`src/rtl/envelope_follower_compressor_macros.svh`:
```
// Assertion macros used by the envelope follower compressor datapath.
`ifndef ENVELOPE_FOLLOWER_COMPRESSOR_MACROS_SVH
`define ENVELOPE_FOLLOWER_COMPRESSOR_MACROS_SVH
`ifndef ASSERT_OFF
// Concurrent assertion on an explicit clock and active-low reset.
`define EFC_ASSERT_CLK(lbl, clk_s, rst_s, prop, msg) \
  lbl: assert property (@(posedge clk_s) disable iff (!rst_s) prop) else $error(msg);
// Concurrent assertion on the module's clk and rst_n.
`define EFC_ASSERT(lbl, prop, msg) `EFC_ASSERT_CLK(lbl, clk, rst_n, prop, msg)
`else
`define EFC_ASSERT_CLK(lbl, clk_s, rst_s, prop, msg)
`define EFC_ASSERT(lbl, prop, msg)
`endif
`endif

```
`src/rtl/efc_pkg.sv`:
```
// Types and constants of the envelope follower compressor.
package efc_pkg;

  localparam int unsigned SAMPLE_W = 24;
  localparam int unsigned COEFF_W  = 24;
  localparam int unsigned RATIO_W  = 16;
  localparam int unsigned PROD_W   = 48;
  localparam int unsigned DIV_STEPS = 24;
  localparam int unsigned CNT_W    = $clog2(DIV_STEPS);
  localparam int unsigned CFG_AW   = 4;
  localparam int unsigned CFG_DW   = 32;

  localparam logic [COEFF_W-1:0]  ATTACK_RST    = 24'd16707457;
  localparam logic [COEFF_W-1:0]  RELEASE_RST   = 24'd16774886;
  localparam logic [SAMPLE_W-1:0] THRESHOLD_RST = 24'd3774874;
  localparam logic [RATIO_W-1:0]  RATIO_RST     = 16'd18725;
  localparam logic [SAMPLE_W-1:0] FULL_SCALE    = 24'h800000;

  typedef enum logic [1:0] {
    REG_ATTACK    = 2'd0,
    REG_RELEASE   = 2'd1,
    REG_THRESHOLD = 2'd2,
    REG_RATIO     = 2'd3
  } reg_idx_t;

  typedef enum logic [3:0] {
    S_IDLE,
    S_SEL,
    S_MUL_ENV,
    S_MUL_MAG,
    S_ENV,
    S_CMP,
    S_MUL_RATIO,
    S_TGT,
    S_MUL_TGT,
    S_DIV_INIT,
    S_DIV,
    S_OUT
  } state_t;

  typedef enum logic [1:0] {
    MUL_ENV,
    MUL_MAG,
    MUL_RATIO,
    MUL_TGT
  } mul_sel_t;

  typedef struct packed {
    logic [COEFF_W-1:0]  attack_coeff;
    logic [COEFF_W-1:0]  release_coeff;
    logic [SAMPLE_W-1:0] threshold_level;
    logic [RATIO_W-1:0]  ratio_reciprocal;
  } cfg_t;

  typedef struct packed {
    logic     load;
    logic     sel_coeff;
    logic     mul_en;
    mul_sel_t mul_sel;
    logic     acc_load;
    logic     env_load;
    logic     cmp;
    logic     tgt_load;
    logic     div_init;
    logic     div_step;
    logic     out_load;
  } cmd_t;

  typedef struct packed {
    logic comp;
    logic out_free;
  } stat_t;

endpackage

```
`src/rtl/efc_regs.sv`:
```
// Configuration register file behind the APB-style port.
module efc_regs
  import efc_pkg::*;
(
  input  logic              clk,
  input  logic              rst_n,
  input  logic              psel,
  input  logic              penable,
  input  logic              pwrite,
  input  logic [CFG_AW-1:0] paddr,
  input  logic [CFG_DW-1:0] pwdata,
  output logic [CFG_DW-1:0] prdata,
  output logic              pready,
  output cfg_t              cfg
);

  cfg_t     cfg_r;
  reg_idx_t idx;
  logic     wr_en;

  assign idx    = reg_idx_t'(paddr[CFG_AW-1:2]);
  assign wr_en  = psel && penable && pwrite;
  assign pready = 1'b1;
  assign cfg    = cfg_r;

  always_ff @(posedge clk) begin
    if (!rst_n) begin
      cfg_r.attack_coeff     <= ATTACK_RST;
      cfg_r.release_coeff    <= RELEASE_RST;
      cfg_r.threshold_level  <= THRESHOLD_RST;
      cfg_r.ratio_reciprocal <= RATIO_RST;
    end else if (wr_en) begin
      unique case (idx)
        REG_ATTACK:    cfg_r.attack_coeff     <= pwdata[COEFF_W-1:0];
        REG_RELEASE:   cfg_r.release_coeff    <= pwdata[COEFF_W-1:0];
        REG_THRESHOLD: cfg_r.threshold_level  <= pwdata[SAMPLE_W-1:0];
        REG_RATIO:     cfg_r.ratio_reciprocal <= pwdata[RATIO_W-1:0];
        default: ;
      endcase
    end
  end

  always_comb begin
    prdata = '0;
    unique case (idx)
      REG_ATTACK:    prdata = {{(CFG_DW-COEFF_W){1'b0}}, cfg_r.attack_coeff};
      REG_RELEASE:   prdata = {{(CFG_DW-COEFF_W){1'b0}}, cfg_r.release_coeff};
      REG_THRESHOLD: prdata = {{(CFG_DW-SAMPLE_W){1'b0}}, cfg_r.threshold_level};
      REG_RATIO:     prdata = {{(CFG_DW-RATIO_W){1'b0}}, cfg_r.ratio_reciprocal};
      default:       prdata = '0;
    endcase
  end

endmodule

```
`src/rtl/efc_ctrl.sv`:
```
// Sequencer that steps the datapath through one sample.
module efc_ctrl
  import efc_pkg::*;
(
  input  logic  clk,
  input  logic  rst_n,
  input  logic  in_valid,
  output logic  in_stall,
  input  stat_t stat,
  output cmd_t  cmd
);

  state_t           state_r, state_nxt;
  logic [CNT_W-1:0] cnt_r, cnt_nxt;

  always_ff @(posedge clk) begin
    if (!rst_n) begin
      state_r <= S_IDLE;
      cnt_r   <= '0;
    end else begin
      state_r <= state_nxt;
      cnt_r   <= cnt_nxt;
    end
  end

  always_comb begin
    state_nxt   = state_r;
    cnt_nxt     = cnt_r;
    cmd         = '0;
    cmd.mul_sel = MUL_ENV;
    in_stall    = 1'b1;
    unique case (state_r)
      S_IDLE: begin
        in_stall = 1'b0;
        if (in_valid) begin
          cmd.load  = 1'b1;
          state_nxt = S_SEL;
        end
      end
      S_SEL: begin
        cmd.sel_coeff = 1'b1;
        state_nxt     = S_MUL_ENV;
      end
      S_MUL_ENV: begin
        cmd.mul_en  = 1'b1;
        cmd.mul_sel = MUL_ENV;
        state_nxt   = S_MUL_MAG;
      end
      S_MUL_MAG: begin
        cmd.mul_en   = 1'b1;
        cmd.mul_sel  = MUL_MAG;
        cmd.acc_load = 1'b1;
        state_nxt    = S_ENV;
      end
      S_ENV: begin
        cmd.env_load = 1'b1;
        state_nxt    = S_CMP;
      end
      S_CMP: begin
        cmd.cmp   = 1'b1;
        state_nxt = S_MUL_RATIO;
      end
      S_MUL_RATIO: begin
        cmd.mul_en  = 1'b1;
        cmd.mul_sel = MUL_RATIO;
        state_nxt   = stat.comp ? S_TGT : S_OUT;
      end
      S_TGT: begin
        cmd.tgt_load = 1'b1;
        state_nxt    = S_MUL_TGT;
      end
      S_MUL_TGT: begin
        cmd.mul_en  = 1'b1;
        cmd.mul_sel = MUL_TGT;
        state_nxt   = S_DIV_INIT;
      end
      S_DIV_INIT: begin
        cmd.div_init = 1'b1;
        cnt_nxt      = '0;
        state_nxt    = S_DIV;
      end
      S_DIV: begin
        cmd.div_step = 1'b1;
        if (cnt_r == CNT_W'(DIV_STEPS - 1)) begin
          cnt_nxt   = '0;
          state_nxt = S_OUT;
        end else begin
          cnt_nxt = cnt_r + 1'b1;
        end
      end
      S_OUT: begin
        if (stat.out_free) begin
          cmd.out_load = 1'b1;
          state_nxt    = S_IDLE;
        end
      end
      default: state_nxt = S_IDLE;
    endcase
  end

endmodule

```
`src/rtl/efc_dp.sv`:
```
// Envelope, gain target, divider and output register.
module efc_dp
  import efc_pkg::*;
(
  input  logic                       clk,
  input  logic                       rst_n,
  input  cfg_t                       cfg,
  input  cmd_t                       cmd,
  output stat_t                      stat,
  input  logic signed [SAMPLE_W-1:0] in_sample_in,
  output logic                       out_valid,
  input  logic                       out_stall,
  output logic signed [SAMPLE_W-1:0] out_sample_out,
  output logic                       out_compressing
);

  `include "envelope_follower_compressor_macros.svh"

  logic [SAMPLE_W-1:0] raw_r, mag_r, env_r, diff_r, tgt_r, rem_r, dvd_r;
  logic [COEFF_W-1:0]  c_r;
  logic                neg_r, comp_r;
  logic [PROD_W-1:0]   prod_r, acc_r;
  logic                out_valid_r;
  logic [SAMPLE_W-1:0] out_sample_r;
  logic                out_comp_r;

  logic [COEFF_W:0]    mul_a;
  logic [SAMPLE_W-1:0] mul_b;
  logic [PROD_W:0]     mul_p;
  logic [SAMPLE_W-1:0] in_mag;
  logic [PROD_W-1:0]   env_sum;
  logic [SAMPLE_W:0]   shifted;
  logic                ge;
  logic [SAMPLE_W:0]   trial;

  assign in_mag = in_sample_in[SAMPLE_W-1] ? SAMPLE_W'(-in_sample_in) : in_sample_in;

  always_comb begin
    case (cmd.mul_sel)
      MUL_ENV: begin
        mul_a = {1'b0, c_r};
        mul_b = env_r;
      end
      MUL_MAG: begin
        mul_a = {1'b1, {COEFF_W{1'b0}}} - {1'b0, c_r};
        mul_b = mag_r;
      end
      MUL_RATIO: begin
        mul_a = {{(COEFF_W+1-RATIO_W){1'b0}}, cfg.ratio_reciprocal};
        mul_b = diff_r;
      end
      default: begin
        mul_a = {1'b0, tgt_r};
        mul_b = mag_r;
      end
    endcase
  end

  assign mul_p   = mul_a * mul_b;
  assign env_sum = acc_r + prod_r;
  assign shifted = {rem_r, dvd_r[SAMPLE_W-1]};
  assign ge      = shifted >= {1'b0, env_r};
  assign trial   = shifted - {1'b0, env_r};

  always_ff @(posedge clk) begin
    if (!rst_n) begin
      env_r <= '0;
    end else if (cmd.env_load) begin
      env_r <= env_sum[PROD_W-1:SAMPLE_W];
    end
  end

  always_ff @(posedge clk) begin
    if (cmd.load) begin
      raw_r <= in_sample_in;
      neg_r <= in_sample_in[SAMPLE_W-1];
      mag_r <= in_mag;
    end
    if (cmd.sel_coeff) begin
      c_r <= (mag_r > env_r) ? cfg.attack_coeff : cfg.release_coeff;
    end
    if (cmd.mul_en) begin
      prod_r <= mul_p[PROD_W-1:0];
    end
    if (cmd.acc_load) begin
      // round the weighted mean to nearest
      acc_r <= prod_r + {{(PROD_W-SAMPLE_W){1'b0}}, FULL_SCALE};
    end
    if (cmd.cmp) begin
      comp_r <= env_r > cfg.threshold_level;
      diff_r <= env_r - cfg.threshold_level;
    end
    if (cmd.tgt_load) begin
      tgt_r <= cfg.threshold_level + prod_r[39:16] + {{(SAMPLE_W-1){1'b0}}, prod_r[15]};
    end
    if (cmd.div_init) begin
      rem_r <= prod_r[PROD_W-1:SAMPLE_W];
      dvd_r <= prod_r[SAMPLE_W-1:0];
    end else if (cmd.div_step) begin
      // restoring step: quotient bits shift in where dividend bits leave
      rem_r <= ge ? trial[SAMPLE_W-1:0] : shifted[SAMPLE_W-1:0];
      dvd_r <= {dvd_r[SAMPLE_W-2:0], ge};
    end
    if (cmd.out_load) begin
      out_comp_r <= comp_r;
      if (comp_r) begin
        out_sample_r <= neg_r ? SAMPLE_W'(-dvd_r) : dvd_r;
      end else begin
        out_sample_r <= raw_r;
      end
    end
  end

  always_ff @(posedge clk) begin
    if (!rst_n) begin
      out_valid_r <= 1'b0;
    end else if (cmd.out_load) begin
      out_valid_r <= 1'b1;
    end else if (!out_stall) begin
      out_valid_r <= 1'b0;
    end
  end

  assign stat.comp       = comp_r;
  assign stat.out_free   = !out_valid_r || !out_stall;
  assign out_valid       = out_valid_r;
  assign out_sample_out  = out_sample_r;
  assign out_compressing = out_comp_r;

  `EFC_ASSERT(a_env_range, env_r <= FULL_SCALE, "envelope above full scale")
  `EFC_ASSERT(a_div_rem, cmd.div_step |-> (rem_r < env_r), "divider remainder not below divisor")
  `EFC_ASSERT(a_gain_le_one, (cmd.out_load && comp_r) |-> (dvd_r <= mag_r), "gain above unity")
  `EFC_ASSERT(a_out_set, cmd.out_load |=> out_valid_r, "result lost at output register")

endmodule

```
`src/rtl/envelope_follower_compressor.sv`:
```
// Top level of the feedforward peak compressor with hard knee.
//
//  channel  direction  handshake            payload
//  in_      input      in_valid / in_stall   in_sample_in (s24, Q1.23)
//  out_     output     out_valid / out_stall out_sample_out (s24), out_compressing
//  config   APB-style  psel/penable/pwrite   paddr[3:0], pwdata/prdata 32b
//
// A compressed sample goes from transfer to result via nine setup steps
// through the shared 25x24 multiplier, a 24-step restoring divider with one
// quotient bit per cycle, then the output load; below the knee it skips the divide.
// Synchronous active-low reset clears the envelope, the sequencer and the
// output valid, and loads the register defaults. The next sample is taken while
// a result waits; a finished sample holds only while a full output register is stalled.
module envelope_follower_compressor
  import efc_pkg::*;
(
  input  logic                       clk,
  input  logic                       rst_n,
  input  logic                       in_valid,
  output logic                       in_stall,
  input  logic signed [SAMPLE_W-1:0] in_sample_in,
  output logic                       out_valid,
  input  logic                       out_stall,
  output logic signed [SAMPLE_W-1:0] out_sample_out,
  output logic                       out_compressing,
  input  logic                       psel,
  input  logic                       penable,
  input  logic                       pwrite,
  input  logic [CFG_AW-1:0]          paddr,
  input  logic [CFG_DW-1:0]          pwdata,
  output logic [CFG_DW-1:0]          prdata,
  output logic                       pready
);

  cfg_t  cfg;
  cmd_t  cmd;
  stat_t stat;

  // Coefficients, knee, ratio; user writes only when no sample in flight; no check.
  efc_regs u_regs (
    .clk     (clk),
    .rst_n   (rst_n),
    .psel    (psel),
    .penable (penable),
    .pwrite  (pwrite),
    .paddr   (paddr),
    .pwdata  (pwdata),
    .prdata  (prdata),
    .pready  (pready),
    .cfg     (cfg)
  );

  // Sequencer: accept in idle, step the datapath, hold at the output slot.
  efc_ctrl u_ctrl (
    .clk      (clk),
    .rst_n    (rst_n),
    .in_valid (in_valid),
    .in_stall (in_stall),
    .stat     (stat),
    .cmd      (cmd)
  );

  // Datapath: envelope update, gain target, divide, output register.
  efc_dp u_dp (
    .clk             (clk),
    .rst_n           (rst_n),
    .cfg             (cfg),
    .cmd             (cmd),
    .stat            (stat),
    .in_sample_in    (in_sample_in),
    .out_valid       (out_valid),
    .out_stall       (out_stall),
    .out_sample_out  (out_sample_out),
    .out_compressing (out_compressing)
  );

endmodule
```
`config.mk`:
```
export PLATFORM = sky130hd
export DESIGN_NAME = envelope_follower_compressor
export DESIGN_NICKNAME = d
export VERILOG_FILES = /design/src/rtl/efc_pkg.sv /design/src/rtl/efc_regs.sv /design/src/rtl/efc_ctrl.sv /design/src/rtl/efc_dp.sv /design/src/rtl/envelope_follower_compressor.sv
export VERILOG_INCLUDE_DIRS = /design/src /design/src/rtl
export SDC_FILE = /design/constraint.sdc
export NUM_CORES = 2
export LEC_CHECK = 0
export ABC_AREA = 0
export BUFFER_PORTS_ARGS = -buffer_cell sky130_fd_sc_hd__buf_2
export CORE_UTILIZATION = 35
export CTS_CLUSTER_SIZE = 10
export DETAILED_ROUTE_END_ITERATION = 8
export HOLD_SLACK_MARGIN = 0.08
export PLACE_DENSITY = 0.49
export RECOVER_POWER = 100
export SYNTH_ARGS = -nofsm -noshare
export SYNTH_HDL_FRONTEND = slang
export SYNTH_HIERARCHICAL = 1
export SYNTH_SLANG_ARGS = --single-unit
```
`constraint.sdc`:
```
create_clock -name clk -period 12.62 [get_ports clk]
set_input_delay 0.631 -clock clk [delete_from_list [all_inputs] [get_ports clk]]
set_output_delay 0.631 -clock clk [all_outputs]
set_load 0.01 [all_outputs]
```
==> implementation parameters <==
Parameter                              Value

STA
  Worst-case clock skew ... 0.0382 ns
  Final setup violation count ... 0
  Setup tns final ... 0 ns
  Minimum clock period after layout ... 11.44 ns
  Worst-Margin Slew ... 3.34 ns
  Maximum clock frequency ... 0.0874 GHz
  Unrepaired setup endpoints after global routing ... false
  Max-slew headroom ... -125%
  Final max-slew violation count ... 523
  Hold violation total from the final report ... 0
  Final cycle utilization of the critical path ... 90.6%

Synthesis
  Most used flip-flop cell after synthesis ... sky130_fd_sc_hd__edfxtp_1
  Yosys top cell by area ... sky130_fd_sc_hd__fa_1
  Number of warnings issued by yosys ... 6
  Post-synthesis area per instance ... 9.55 µm²
  Async set-reset flop share out of synthesis ... 0%
  Seq cells post-synth ... 411
  Number of library cell types mapped by synthesis ... 88
  Synthesized instance count ... 4530
  Area of the mapped netlist ... 43300 µm²
  Part of the Yosys area used for sequential elements ... 25.7%
  Area share of the largest cell type after synthesis ... 23.5%
  EDFF count, synth ... 289
  Cells taking the most area after synthesis ... sky130_fd_sc_hd__fa_1 23%, sky130_fd_sc_hd__edfxtp_1 20%, sky130_fd_sc_hd__ha_1 9.1%

Setup path
  Worst Path Arrival ... 11.81 ns
  Type of the worst setup path ... reg -> reg
  Biggest cell delay along the critical path ... 0.91 ns
  Worst-path cell with the longest stage delay ... sky130_fd_sc_hd__a41oi_1
  Endpoint required time on the critical path ... 12.99 ns
  Endpoint kind of the worst setup timing path ... flip-flop
  Startpoint kind of the worst setup timing path ... flip-flop
  Worst-path maximum fanout ... 26
  CP most frequent cell ... sky130_fd_sc_hd__fa_1

Detailed routing
  # DRC ... 0
  Wirelength, routed ... 143000 µm
  Detailed Routing Iterations Pass 1 ... 6
  Mean routed wirelength per cell ... 22.8 µm
  Total number of vias ... 32600
  Per-cell via count in the routed design ... 5.20
  Count of antenna-violating nets left after detailed routing ... 0
  Initial DRC count ... 2309

Clock network
  Clock transition at path regs ... 0.06 ns
  CTS tree ... built
  CTS Buf Count ... 51
  Post-CTS repair timing setup buffer count ... 0
  Insertion delay to the later sink of the worst-skew pair ... 0.65 ns
  CTS root buf ... sky130_fd_sc_hd__clkbuf_16
  Number of gates resized after CTS ... 0
  H-tree level count ... 2
  CTS Hold Buffers Added ... 0
  Number of clock sinks ... 411
  Clk buf depth ... 3

Final layout
  Most common cell after layout, fill and taps aside ... sky130_fd_sc_hd__inv_1
  Top library cells by usage in the layout, fill and taps aside ... 704 x sky130_fd_sc_hd__inv_1, 507 x sky130_fd_sc_hd__fa_1, 455 x sky130_fd_sc_hd__nor2_1
  Net count of the finished layout ... 5479
  Number of fillers in the final layout ... 12400
  Final non-filler cell total ... 6257
  Area growth from synthesis to final layout ... 9.11%
  Fraction of layout instances using a drive strength above 1 ... 5.83%

Floorplanning
  Die H ... 354 µm
  Area of the placeable core ... 122000 µm²
  Initial Util ... 35.4%
  Count of boundary I/O pins ... 127
  Die ar. ... 125000 µm²
  Die span in x ... 354 µm
  Core Rows ... 128

Global routing
  Overflow left after global routing ... 0
  Met3 track utilization from global routing ... 3.78%
  Wire length of the first global-routing pass ... 214000 µm
  Number of antenna violations at the first check in global routing ... 4
  Grt met2 use ... 36.6%
  GRT Total Usage ... 23.0%
  Pin count of the biggest net entering global routing ... 113
  Vias in the first global route ... 32700
  Met1 global-route usage ... 31.1%
  Global-route layer with the greatest usage ... met2

Hold path
  Worst min-delay path class ... in -> reg

Power and ir drop
  Power Total ... 5.79 mW
  Static leakage power ... 20.8 nW
  Power density normalized to cell area ... 123 nW/µm²
  Worst-case vdd ir drop ... 0.0000963 V

Placement
  Total instance count after detailed placement ... 6162
  Final weighted congestion of routability-driven global placement ... 0.925
  Number of buffers inserted by port buffering ... 107
  Detailed-placement wirelength estimate ... 112000 µm

Run status
  Failing checks ... max-capacitance violations, max-slew violations
  Status ... complete, but fails checks

Run
  Max-capacitance violation count ... 15
## metrics by stage
| stage | setup WS (ns) | util [%] | cell area (µm²) | hold WS, ns |
|---|---|---|---|---|
| after global placement | 1.29 | 37.5 | 45800 | 0.454 |
| final | 1.18 | 38.6 | 47200 | 0.224 |
| after detailed placement | 1.26 | 37.5 | 45800 | 0.463 |
| after global routing | 0.609 | 38.6 | 47200 | 0.208 |
| after CTS | 1.23 | 38.8 | 47400 | 0.144 |
| after floorplan | 3.08 | - | 43300 | 0.440 |
## cell type report
type | instances | area [µm²] | area share, %
inverters | 704 | 2640 | 5.60
clock inverters | 8 | 125 | 0.265
repair buffers | 191 | 1010 | 2.13
flip-flops and latches | 411 | 11100 | 23.6
diodes | 2 | 5.00 | 0.0106
multi-input cells | 3231 | 28700 | 60.9
well taps | 1625 | 2030 | 4.31
clock buffers | 85 | 1540 | 3.25
## cells in the mapped netlist, drive strengths merged, types with 96 or more instances
cell type / number
fa: 507
a21oi: 185
inv: 704
xnor2: 129
clkbuf: 135
mux2i: 154
ha: 315
nor2: 460
o21ai: 162
nand2: 448
a21o: 97
edfxtp: 289
nor2b: 96
dfxtp: 122
## flip-flops by register name (all words and copies together) (netlist names), 4 cells and up
register	flops
u_dp/dvd_r	24
u_ctrl/state_r	4
u_dp/mag_r	23
u_dp/env_r	24
u_regs/cfg	88
u_dp/out_sample_out	24
u_dp/tgt_r	24
u_dp/diff_r	24
u_dp/c_r	24
u_dp/prod_r	48
u_dp/acc_r	48
u_dp/raw_r	24
u_ctrl/cnt_r	5
u_dp/rem_r	24
## critical path: cells and delay by family, from the launching register on
kind            cells  cell delay [ns]
flops               1             0.58
fa+ha+maj           8             3.91
mux                 1             0.23
xor+xnor            1             0.08
buf+inv             7             1.31
compound gates     11             3.76
simple gates        5             1.25
## report_power, final
| group | switching, mW | internal (mW) | leakage (nW) |
|---|---|---|---|
| clock network | 0.617 | 0.868 | 0.805 |
| registers | 0.162 | 1.60 | 3.61 |
| logic | 1.58 | 0.958 | 16.4 |
## per-layer routing
layer  wire (µm)  vias up
met5          13        -
met4        5820        2
met3        8850      222
met2       65200      917
met1       62900    16500
li1            -    14900
## cell families after synthesis
family	after synthesis	share of synthesized area (%)
adder cells (fa/ha/maj)	822	32.6
multiplexers	224	5.83
AO/OA/AOI/OAI	653	9.57
buffers and inverters	895	8.15
XOR/XNOR	214	4.35
other	2	0.0174
AND/OR/NAND/NOR	1309	13.8
flip-flops	411	25.7
## worst paths after layout
path | start | to | slack [ns] | cells past startpoint
setup / recovery | u_ctrl/state_r[3] | u_dp/prod_r[41] | 1.18 | 33
setup reg to reg | u_ctrl/state_r[3] | u_dp/prod_r[41] | 1.18 | 33
hold reg to reg | u_regs/cfg[67] | u_regs/cfg[67] | 0.48 | 2
hold / removal | in_sample_in[1] | u_dp/raw_r[1] | 0.22 | 1
No activity file was read; power rests on OpenSTA's default activity.
